[src/hw/rtl/pfa_pkg.sv]
package pfa_pkg;

  // Fixed field widths of the request and response.
  localparam int unsigned OP_W       = 3;
  localparam int unsigned ADDR_W     = 24;
  localparam int unsigned STATUS_W   = 4;
  localparam int unsigned REF_OUT_W  = 8;
  localparam int unsigned FIRST_W    = 13;
  localparam int unsigned PAGE_SHIFT = 12;

  // Defaults for the top-level parameters.
  localparam int unsigned FRAMES_DEF   = 4096;
  localparam int unsigned REF_BITS_DEF = 8;

  // Command codes.
  typedef enum logic [OP_W-1:0] {
    OP_ALLOC   = 3'd0,
    OP_FREE    = 3'd1,
    OP_REF_INC = 3'd2,
    OP_REF_DEC = 3'd3,
    OP_INIT    = 3'd4
  } op_e;

  // Status codes.
  typedef enum logic [STATUS_W-1:0] {
    ST_OK       = 4'd0,
    ST_EMPTY    = 4'd1,
    ST_REFNZ    = 4'd2,
    ST_DOUBLE   = 4'd3,
    ST_MISALIGN = 4'd4,
    ST_RANGE    = 4'd5,
    ST_UNDER    = 4'd6,
    ST_OVER     = 4'd7,
    ST_CORRUPT  = 4'd8
  } status_e;

  // Controller states.
  typedef enum logic [1:0] {
    S_IDLE,
    S_EXEC,
    S_INIT
  } state_e;

  // Request and response payloads.
  typedef struct packed {
    logic [OP_W-1:0]   op;
    logic [ADDR_W-1:0] phys_addr;
  } req_t;

  typedef struct packed {
    logic [ADDR_W-1:0]    alloc_addr;
    logic [STATUS_W-1:0]  status;
    logic [REF_OUT_W-1:0] ref_after;
    logic                 released;
  } rsp_t;

  // Controller to datapath commands.
  typedef struct packed {
    logic capture;
    logic exec;
    logic init_start;
    logic init_step;
  } ctrl_cmd_t;

  // Datapath to controller status.
  typedef struct packed {
    logic init_last;
  } dp_sts_t;

endpackage

[src/hw/rtl/pfa_ctrl.sv]
module pfa_ctrl (
  input  logic              clk_i,
  input  logic              rst_ni,
  input  logic              start_i,
  input  pfa_pkg::req_t     req_i,
  input  pfa_pkg::dp_sts_t  sts_i,
  output pfa_pkg::ctrl_cmd_t cmd_o,
  output logic              busy_o
);
  import pfa_pkg::*;

  state_e state_q, state_d;
  logic   accept;
  logic   is_init;

  assign accept  = (state_q == S_IDLE) && start_i;
  assign is_init = (req_i.op == OP_INIT);

  // Next-state logic.
  always_comb begin
    state_d = state_q;
    unique case (state_q)
      S_IDLE: begin
        if (start_i) begin
          state_d = is_init ? S_INIT : S_EXEC;
        end
      end
      S_EXEC: begin
        state_d = S_IDLE;
      end
      S_INIT: begin
        if (sts_i.init_last) begin
          state_d = S_IDLE;
        end
      end
      default: begin
        state_d = S_IDLE;
      end
    endcase
  end

  // Command outputs to the datapath.
  always_comb begin
    cmd_o = '0;
    busy_o = 1'b1;
    unique case (state_q)
      S_IDLE: begin
        busy_o           = 1'b0;
        cmd_o.capture    = accept;
        cmd_o.init_start = accept && is_init;
      end
      S_EXEC: begin
        cmd_o.exec = 1'b1;
      end
      S_INIT: begin
        cmd_o.init_step = 1'b1;
      end
      default: begin
        busy_o = 1'b1;
      end
    endcase
  end

  // State register.
  always_ff @(posedge clk_i or negedge rst_ni) begin
    if (!rst_ni) begin
      state_q <= S_IDLE;
    end else begin
      state_q <= state_d;
    end
  end

endmodule

[config.mk]
export PLATFORM = sky130hd
export DESIGN_NAME = pfa_ctrl
export DESIGN_NICKNAME = d
export VERILOG_FILES = /design/src/hw/rtl/pfa_pkg.sv /design/src/hw/rtl/pfa_ctrl.sv
export SDC_FILE = /design/constraint.sdc
export NUM_CORES = 1
export LEC_CHECK = 0
export BUFFER_PORTS_ARGS = -buffer_cell sky130_fd_sc_hd__buf_2
export CAP_MARGIN = 0
export CELL_PAD_IN_SITES_DETAIL_PLACEMENT = 1
export CELL_PAD_IN_SITES_GLOBAL_PLACEMENT = 2
export CORE_AREA = 4 4 41 43
export CTS_BUF_LIST = sky130_fd_sc_hd__clkbuf_4 sky130_fd_sc_hd__clkbuf_8 sky130_fd_sc_hd__clkbuf_16
export CTS_CLUSTER_SIZE = 10
export DETAILED_ROUTE_END_ITERATION = 8
export DIE_AREA = 0 0 45 47
export GPL_TIMING_DRIVEN = 0
export PLACE_DENSITY = 0.95
export SYNTH_ARGS = -nofsm -noshare
export SYNTH_HDL_FRONTEND = slang
export SYNTH_SLANG_ARGS = --single-unit
[constraint.sdc]
create_clock -name clk_i -period 1.6 [get_ports clk_i]
set_input_delay 0.08 -clock clk_i [delete_from_list [all_inputs] [get_ports clk_i]]
set_output_delay 0.08 -clock clk_i [all_outputs]
set_load 0.02 [all_outputs]
Word level (Yosys, flattened, before mapping)
Index checks and enable logic that the tools add are counted.
{ "word_totals": {"wordCells": 19, "inputBits": 31, "out_inout_bits": 5, "ff_bits": 2} }
{ "classes": {"mux": 9, "reduce_logical": 4, "n_eq_ne": 5} }
{ "ops": {"columns": ["cell", "count"], "rows": [
  ["2-bit 2-to-1 mux", 3],
  ["1-bit 2-to-1 mux", 5],
  ["2-bit inequality test, second input constant", 2],
  ["2-bit one-hot mux with 2 select lines", 1],
  ["3-bit == test, second input constant", 1],
  ["2-bit by 1-bit == test with 1-bit output, second input constant", 1],
  ["2-bit == test, second input constant", 1],
  ["1-bit logical AND", 2],
  ["2-bit zero test", 1],
  ["2-bit AND reduction", 1]
]} }

Depth between registers and ports, before layout
Gate-level depths: netlist of run 1.
{ "depth": {"depth_word": 4, "depth_mapped": 3, "depth_no_buf": 3} }

Worst setup path after synthesis of run 1
OpenSTA, ideal clock, no wires.
{ "synth_timing": {"kind": "reg2out", "start": "register state_q[1]", "end": "output port cmd_o[1] in the netlist's numbering", "arrival_time_ns": 1.085, "n_path_buf": 0, "t_required_ns": 1.520, "stages_incl_launch_ff": 3, "path_slack_ns": 0.435, "cell_sequence": "dfrtp_1 > or3b_4 > nor2_1"} }
{ "synth_rtl": {"columns": ["item", "line", "text"], "rows": [
  ["from (decl)", "pfa_ctrl.sv:12", "state_e state_q, state_d;"],
  ["from (signal assigned)", "pfa_ctrl.sv:69", "state_q <= state_d;"],
  ["to (decl)", "pfa_ctrl.sv:7", "output pfa_pkg::ctrl_cmd_t cmd_o,"]
]} }

==> reports/qor.csv, run 1 <==
stage;metric;value;unit
finish;top flop regs;state_q x2;
cts;CTS clock-pin slew for the worst setup and hold paths;0.03;ns
setup_path;CP arrival;1.29;ns
power_and_ir_drop;power per cell area;963;nW/um^2
timing;setup TNS;0;ns
floorplan;DIE AREA;2120;sq um
detailed_routing;per-cell routed wire length;8.93;microns
global_route;largest net degree at the start of global routing;5;
cts;H-tree levels;1;
detailed_routing;DR iter-0 viols;0;
detailed_routing;DRC viols;0;
yosys;largest family of logic cells by synthesized area;simple AND/OR/NAND/NOR gates;
setup_path;CP Class;flip-flop to output port;
timing;worst slew pin tran;0.171;ns
timing;FMAX;728;MHz
finish;Reg with most FFs;state_q;
yosys;Seq cells post-synth;2;
timing;Tmin final;1.37;ns
yosys;synth unique cells;11;
setup_path;Critical Path Max Stage Delay;0.42;ns
finish;layout cells sized above 1;66.7;%
yosys;synthesis warning total;0;
yosys;Post-Synth XOR/XNOR Area;0;%
detailed_routing;final WL;375;microns
setup_path;CP max-delay cell;or3b_4;
floorplan;core box area;1300;sq um
cts;Clk Latency, worst-skew pair;0.22;ns
detailed_routing;ANT nets after route;0;
floorplan;IO Count;36;
setup_path;CP top delay family;simple AND/OR/NAND/NOR gates;
global_route;remaining global-route overflow;0;
yosys;sequential cell area fraction in the yosys report;42.1;%
setup_path;startpoint types;flip-flop;
yosys;adder and majority gate portion of the synthesized area;0;%
finish;Ant. Diodes;0;
yosys;Syn Inst Count;12;
cts;clock sink count;2;
power_and_ir_drop;Power Total;0.217;mW
timing;Worst Skew;0.00161;ns
run_status;status;completed;
timing;Final Hold Viols;0;
global_route;global-route wire length before repair;641;microns
setup_path;CP required;1.52;ns
cts;clk buf depth;2;
cts;cts bufs inserted;3;
floorplan;Die Y;47;microns
yosys;Synth Area in Simple Gates;43.2;%
job;max-cap violation count;0;
finish;max reg flops;2;
finish;filler instances;171;
cts;TritonCTS clock tree;built;
timing;max-slew violations;0;
timing;Final Cycle Share;85.8;%
floorplan;die width;45;microns
yosys;Compound-Gate Fraction of Synth Area;7.37;%
setup_path;CP Capture Type;output port;
place;placed cell areas;193;sq um
finish;most common cell after layout, fill and taps aside;buf_2;
yosys;Post-Syn Area;119;sq um
detailed_routing;DR vias;138;
finish;final instance area;225;sq um
setup_path;CP max FO;4;
setup_path;worst path bufs/invs;1;
worst_hold_path;worst min path class;input port to flip-flop;
cts;clock root cell;clkbuf_4;
floorplan;Initial Utilization;9.13;%
floorplan;# rows;13;
finish;area growth from synthesis to final layout;89.5;%
detailed_routing;via-per-instance ratio;3.29;
global_route;initial antenna violation count;0;
cts;setup repair bufs after CTS;0;
power_and_ir_drop;Max IR drop VDD;205;uV
timing;Finish-stage setup viols;0;
detailed_routing;Pre-antenna DRT Iters;1;
yosys;syn_area_per_cell;9.91;sq um
global_route;vias in the first global route;165;
yosys;Synth Net Count;43;
yosys;mux cell area share after synthesis;0;%
finish;Final nets;60;
timing;RSZ-0062 raised after global routing;no;
place;GPL Wtd Cong;0.601;
place;port buffer count;11;
timing;worst rel slew slack;88.6;%
global_route;aggregate global-route resource usage;5.06;%
setup_path;cell chain of the critical path;or3b_4, nor2_1, buf_2;
finish;commonest cells after routing, fill and taps aside;buf_2, clkbuf_4, dfrtp_1;
power_and_ir_drop;Pleak;0.128;nW
[stage by stage]
step	std cells	util (%)	setup WS (ns)	hold slack, ns
5_1_grt	42	17.3	0.165	0.137
4_1_cts	42	17.3	0.206	0.110
2_1_floorplan	12	-	0.435	-0.216
3_5_place_dp	38	14.8	0.455	-0.134
6_report	42	17.3	0.227	0.117
3_3_place_gp	38	14.8	0.467	-0.136
[final cells by class]
type | count | area [sq um] | area share [%]
inverters | 2 | 8.76 | 3.89
repair buffers | 12 | 65.1 | 28.9
flip-flops and latches | 2 | 50.0 | 22.2
multi-input cells | 8 | 60.1 | 26.7
clock buffers | 3 | 22.5 | 10.0
well taps | 15 | 18.8 | 8.33
[kinds of logic after synthesis]
logic type / after synthesis
AOI/OAI and AO/OA: 1
and+or+nand+nor: 7
DFF: 2
buffers and inverters: 2
[power by group]
part	internal [mW]	total (mW)	leakage, nW	switching, mW
logic	0.0238	0.0487	0.0875	0.0248
clock network	0.0827	0.111	0.0138	0.0282
registers	0.0545	0.0573	0.0264	0.00279
[per-layer routing]
metal	global-route usage [%]	up-vias	wire length, microns
li1	-	68	-
met1	4.32	58	169
met2	6.50	12	135
met3	3.83	0	71
met4	7.02	0	0
met5	0	-	0
[Yosys cell counts, drive strengths merged]
| master | number | area [sq um] |
|---|---|---|
| or3b | 2 | 20.0 |
| and2b | 1 | 8.76 |
| dfrtp | 2 | 50.1 |
| clkinv | 1 | 5.00 |
| inv | 1 | 3.75 |
| and2 | 1 | 6.26 |
| or2 | 1 | 6.26 |
| nor2b | 1 | 6.26 |
| o2bb2ai | 1 | 8.76 |
| nor2 | 1 | 3.75 |
[worst paths after layout]
kind	from	end	slack [ns]	depth (start not counted)
setup / recovery	state_q[1]$_DFFE_PN0P_	cmd_o[1]	0.23	3
hold / removal	sts_i	state_q[1]$_DFFE_PN0P_	0.12	3
setup reg to reg	state_q[1]$_DFFE_PN0P_	state_q[1]$_DFFE_PN0P_	0.58	2
hold reg to reg	state_q[0]$_DFFE_PN0P_	state_q[1]$_DFFE_PN0P_	0.60	2
max in group asynchronous	rst_ni	state_q[1]$_DFFE_PN0P_	1.31	2
min in group asynchronous	rst_ni	state_q[0]$_DFFE_PN0P_	0.20	2
[repair_timing]
action / 4_1_cts / 5_1_grt
hold buffers: 1 / 0
gates resized for setup: 0 / 0
endpoints found under the hold margin: 2 / 0
[tightest hold or removal path, stage by stage]
cell       delay (ns)
buf_2            0.07
inv_1            0.03
o2bb2ai_1        0.11
No activity file was read; power rests on OpenSTA's default activity.
==> run 2, diff against run 1 <==
--- a/config.mk
+++ b/config.mk
@@ -16,6 +16,7 @@
 export DIE_AREA = 0 0 45 47
 export GPL_TIMING_DRIVEN = 0
 export PLACE_DENSITY = 0.95
+export RECOVER_POWER = 50
 export SYNTH_ARGS = -nofsm -noshare
 export SYNTH_HDL_FRONTEND = slang
 export SYNTH_SLANG_ARGS = --single-unit
==> reports/qor.csv, run 2 (same netlist as run 1, synthesis figures left out) <==
stage;metric;value;unit;change
timing;Final Hold Viols;0;;unchanged
cts;Clk Latency, worst-skew pair;0.22;ns;about the same
floorplan;DIE AREA;2120;sq um;unchanged
worst_hold_path;worst min path class;input port to flip-flop;;
finish;most common cell after layout, fill and taps aside;buf_2;;
timing;setup ws final;0.200;ns;-0.0262 ns
timing;RSZ-0062 raised after global routing;no;;
floorplan;IO Count;36;;unchanged
timing;FMAX;714;MHz;-1.9%
place;placed cell areas;193;sq um;unchanged
finish;Final nets;60;;unchanged
place;GPL Wtd Cong;0.601;;unchanged
timing;setup TNS;0;ns;unchanged
detailed_routing;final WL;376;microns;+0.27%
finish;filler instances;172;;+0.58%
floorplan;die width;45;microns;unchanged
detailed_routing;via-per-instance ratio;3.26;;-0.72%
detailed_routing;per-cell routed wire length;8.95;microns;+0.27%
run_status;status;completed;;
cts;clock sink count;2;;unchanged
cts;CTS-repair resized insts;0;;unchanged
timing;Final Cycle Share;87.5;%;+1.6 points
job;max-cap violation count;0;;unchanged
cts;hold_buf cts;1;;unchanged
timing;max-slew violations;0;;unchanged
global_route;global-route wire length before repair;641;microns;unchanged
finish;top flop regs;state_q x2;;
cts;clk buf depth;2;;unchanged
global_route;aggregate global-route resource usage;5.06;%;unchanged
finish;max reg flops;2;;unchanged
floorplan;core box area;1300;sq um;unchanged
place;port buffer count;11;;unchanged
finish;Reg with most FFs;state_q;;
cts;clock root cell;clkbuf_4;;
setup_path;CP required;1.52;ns;about the same
place;pre-CTS setup slack;0.455;ns;unchanged
setup_path;startpoint types;flip-flop;;
floorplan;Initial Utilization;9.13;%;unchanged
detailed_routing;DR iter-0 viols;0;;unchanged
timing;worst slew pin tran;0.252;ns;+0.0811 ns
power_and_ir_drop;Pleak;0.121;nW;-5.1%
global_route;initial antenna violation count;0;;unchanged
timing;Finish-stage setup viols;0;;unchanged
detailed_routing;DRC viols;0;;unchanged
floorplan;Die Y;47;microns;unchanged
setup_path;CP max FO;4;;unchanged
global_route;remaining global-route overflow;0;;unchanged
finish;area growth from synthesis to final layout;85.3;%;
timing;worst rel slew slack;83.3;%;-5.3 points
cts;TritonCTS clock tree;built;;
global_route;largest net degree at the start of global routing;5;;unchanged
detailed_routing;ANT nets after route;0;;unchanged
floorplan;# rows;13;;unchanged
setup_path;CP Class;flip-flop to output port;;
setup_path;CP arrival;1.32;ns;+0.03 ns
power_and_ir_drop;Power Total;0.214;mW;-1.5%
detailed_routing;Pre-antenna DRT Iters;1;;unchanged
finish;commonest cells after routing, fill and taps aside;buf_2, clkbuf_4, or3b_1, clkbuf_1, dfrtp_1;;
finish;fin util;16.9;%;-0.38 points
global_route;vias in the first global route;165;;unchanged
power_and_ir_drop;Max IR drop VDD;204;uV;-0.68%
finish;final instance area;220;sq um;-2.2%
cts;cts bufs inserted;3;;unchanged
setup_path;CP Capture Type;output port;;
cts;CTS clock-pin slew for the worst setup and hold paths;0.03;ns;about the same
timing;Worst Skew;0.00161;ns;unchanged
finish;layout cells sized above 1;55.6;%;-11 points
cts;setup repair bufs after CTS;0;;unchanged
finish;Ant. Diodes;0;;unchanged
cts;H-tree levels;1;;unchanged
power_and_ir_drop;power per cell area;970;nW/um^2;+0.79%
timing;Tmin final;1.40;ns;+0.0262 ns
detailed_routing;DR vias;137;;-0.72%
run 2: cell count changes in the layout (fill, tap and decap cells not counted), sizes merged:
| cell | delta |
|---|---|
| buf | -2 |
| clkbuf | +2 |
run 2: path summary, 6_finish.rpt:
check                                        from                     end  slack, ns  cells past startpoint
max                        state_q[1]$_DFFE_PN0P_                cmd_o[1]       0.20                      3
max in group asynchronous                  rst_ni  state_q[1]$_DFFE_PN0P_       1.28                      2
min in group asynchronous                  rst_ni  state_q[0]$_DFFE_PN0P_       0.19                      2
min reg2reg                state_q[0]$_DFFE_PN0P_  state_q[1]$_DFFE_PN0P_       0.59                      2
max reg2reg                state_q[1]$_DFFE_PN0P_  state_q[1]$_DFFE_PN0P_       0.55                      2
min                                         sts_i  state_q[1]$_DFFE_PN0P_       0.12                      3
run 2: power breakdown:
group | total [mW] | internal, mW | switching [mW]
registers | 0.0570 | 0.0545 | 0.00256
clock network | 0.111 | 0.0827 | 0.0282
logic | 0.0457 | 0.0208 | 0.0250
total | 0.214 | 0.158 | 0.0557
run 2: final cells by class:
type | count | area (sq um) | area share, %
Multi-Input combinational cell | 8 | 57.6 | 26.1
Inverter | 2 | 8.76 | 3.98
Tap cell | 15 | 18.8 | 8.52
Timing Repair Buffer | 12 | 62.6 | 28.4
Sequential cell | 2 | 50.0 | 22.7
Clock buffer | 3 | 22.5 | 10.2
run 2: per-layer routing:
metal  vias up  global-route usage, %  share of wire (%)
li1         68                      -                  -
met1        57                   4.32                 44
met2        12                   6.50                 36
met3         0                   3.83                 19
met4         0                   7.02                  0
met5         -                      0                  0
run 2: worst max-delay path: stages (launching register included):
cell	delay [ns]
dfrtp_1	0.38
or3b_1	0.44
nor2_1	0.12
buf_2	0.17
run 2: stage by stage:
stage | hold WS, ns | cells
detailed placement | -0.134 | 38
finish | 0.117 | 42
CTS | 0.110 | 42
global route | 0.137 | 42
global placement | -0.136 | 38
floorplan | -0.216 | 12
==> run 3, diff against run 2 <==
--- a/config.mk
+++ b/config.mk
@@ -15,7 +15,7 @@
 export DETAILED_ROUTE_END_ITERATION = 8
 export DIE_AREA = 0 0 45 47
 export GPL_TIMING_DRIVEN = 0
-export PLACE_DENSITY = 0.95
+export PLACE_DENSITY_LB_ADDON = 0.25
 export RECOVER_POWER = 50
 export SYNTH_ARGS = -nofsm -noshare
 export SYNTH_HDL_FRONTEND = slang
==> reports/qor.csv, run 3 (same netlist as run 1, synthesis figures left out) <==
stage;metric;value;unit;change
cts;clk buf depth;2;;unchanged
cts;clock root cell;clkbuf_4;;
cts;TritonCTS clock tree;built;;
finish;Final nets;60;;unchanged
cts;hold_buf cts;1;;unchanged
place;GPL Wtd Cong;0.595;;-1.0%
cts;CTS clock-pin slew for the worst setup and hold paths;0.03;ns;about the same
finish;most common cell after layout, fill and taps aside;buf_2;;
finish;Reg with most FFs;state_q;;
global_route;aggregate global-route resource usage;4.65;%;-0.40 points
cts;H-tree levels;1;;unchanged
cts;setup repair bufs after CTS;0;;unchanged
setup_path;CP Class;flip-flop to output port;;
floorplan;IO Count;36;;unchanged
detailed_routing;DR vias;147;;+7.3%
power_and_ir_drop;Power Total;0.215;mW;+0.54%
global_route;largest net degree at the start of global routing;5;;unchanged
global_route;remaining global-route overflow;0;;unchanged
place;final HPWL from detailed placement;296;microns;
detailed_routing;via-per-instance ratio;3.50;;+7.3%
timing;FMAX;715;MHz;about the same
cts;clock sink count;2;;unchanged
finish;max reg flops;2;;unchanged
power_and_ir_drop;clock power share;51.8;%;about the same
place;port buffer count;11;;unchanged
cts;cts bufs inserted;3;;unchanged
floorplan;Die Y;47;microns;unchanged
power_and_ir_drop;Max IR drop VDD;201;uV;-1.6%
timing;RSZ-0062 raised after global routing;no;;
detailed_routing;DR iter-0 viols;1;;+1
floorplan;Initial Utilization;9.13;%;unchanged
power_and_ir_drop;Pleak;0.120;nW;-1.2%
global_route;vias in the first global route;153;;-7.3%
finish;Ant. Diodes;0;;unchanged
timing;Final Hold Viols;0;;unchanged
setup_path;startpoint types;flip-flop;;
floorplan;DIE AREA;2120;sq um;unchanged
global_route;global-route wire length before repair;593;microns;-7.5%
timing;worst rel slew slack;87.0;%;+3.7 points
run_status;status;completed;;
global_route;initial antenna violation count;0;;unchanged
detailed_routing;per-cell routed wire length;8.40;microns;-6.1%
detailed_routing;ANT nets after route;0;;unchanged
setup_path;CP max FO;4;;unchanged
floorplan;# rows;13;;unchanged
detailed_routing;DRC viols;0;;unchanged
power_and_ir_drop;Int Pwr;0.159;mW;+0.41%
setup_path;CP required;1.52;ns;about the same
setup_path;Critical Path Max Stage Delay;0.44;ns;about the same
power_and_ir_drop;power per cell area;970;nW/um^2;about the same
cts;Clk Latency, worst-skew pair;0.22;ns;about the same
timing;Tmin final;1.40;ns;-0.000510 ns
detailed_routing;final WL;353;microns;-6.1%
timing;setup TNS;0;ns;unchanged
timing;worst slew pin tran;0.195;ns;-0.0570 ns
cts;CTS-repair resized insts;0;;unchanged
timing;max-slew violations;0;;unchanged
worst_hold_path;worst min path class;input port to flip-flop;;
setup_path;CP Capture Type;output port;;
finish;top flop regs;state_q x2;;
setup_path;CP max-delay cell;or3b_1;;
timing;Finish-stage setup viols;0;;unchanged
floorplan;die width;45;microns;unchanged
timing;worst hold margin;0.117;ns;+0.000346 ns
timing;Worst Skew;0.00571;ns;+0.00410 ns
finish;filler instances;170;;-1.2%
floorplan;core box area;1300;sq um;unchanged
setup_path;CP arrival;1.32;ns;about the same
power_and_ir_drop;NetSw;0.0562;mW;+0.91%
finish;layout cells sized above 1;59.3;%;+3.7 points
timing;Final Cycle Share;87.4;%;about the same
power_and_ir_drop;Comb power frac;21.6;%;+0.2 points
setup_path;cell chain of the critical path;or3b_1, nor2_1, buf_2;;
power_and_ir_drop;Reg power frac;26.6;%;about the same
power_and_ir_drop;Sw Ratio;26.2;%;+0.096 points
finish;area growth from synthesis to final layout;86.3;%;
detailed_routing;Pre-antenna DRT Iters;4;;+3
job;max-cap violation count;0;;unchanged
finish;commonest cells after routing, fill and taps aside;buf_2, clkbuf_4, or3b_1, dfrtp_1;;
## run 3: layout make-up
| type | instances | area (sq um) | area share (%) |
|---|---|---|---|
| Multi-Input combinational cell | 8 | 57.6 | 26.0 |
| Inverter | 2 | 8.76 | 3.95 |
| Sequential cell | 2 | 50.0 | 22.6 |
| Timing Repair Buffer | 12 | 63.8 | 28.8 |
| Tap cell | 15 | 18.8 | 8.47 |
| Clock buffer | 3 | 22.5 | 10.2 |
## run 3: worst paths after layout
check / from / depth (start not counted) / slack, ns / end
max reg2reg: state_q[1]$_DFFE_PN0P_ / 3 / 0.50 / state_q[0]$_DFFE_PN0P_
max: state_q[1]$_DFFE_PN0P_ / 3 / 0.20 / cmd_o[1]
max in group asynchronous: rst_ni / 2 / 1.30 / state_q[0]$_DFFE_PN0P_
min: sts_i / 3 / 0.12 / state_q[1]$_DFFE_PN0P_
min reg2reg: state_q[0]$_DFFE_PN0P_ / 2 / 0.60 / state_q[1]$_DFFE_PN0P_
min in group asynchronous: rst_ni / 2 / 0.17 / state_q[1]$_DFFE_PN0P_
## run 3: power groups by stage
| stage | clock, mW | combinational (mW) | sequential [mW] |
|---|---|---|---|
| detailed placement | 0 | 0.0479 | 0.0581 |
| CTS | 0.115 | 0.0499 | 0.0575 |
| finish | 0.111 | 0.0464 | 0.0571 |
| floorplan | 0 | 0.0297 | 0.0572 |
| global route | 0.122 | 0.0513 | 0.0579 |
| global placement | 0 | 0.0472 | 0.0577 |
## run 3: worst max-delay path: cells and delay by family (launching register included)
family,cells,cell delay (ns)
buf+inv,1,0.16
flops,1,0.38
simple gates,2,0.55
## run 3: stage by stage
step	setup WS (ns)	utilization [%]	cells	instance area (sq um)
after floorplan	0.435	-	12	119
after global placement	0.453	14.8	38	193
after detailed placement	0.457	14.8	38	193
after CTS	0.213	17.3	42	225
after global routing	0.125	17.0	42	221
final	0.201	17.0	42	221
## run 3: routing by layer
| layer | vias to the layer above | track usage [%] | wire length (microns) |
|---|---|---|---|
| met5 | - | 0 | 0 |
| met4 | 0 | 8.77 | 0 |
| met3 | 0 | 3.07 | 58 |
| met2 | 12 | 4.80 | 148 |
| met1 | 65 | 4.30 | 146 |
| li1 | 70 | - | - |
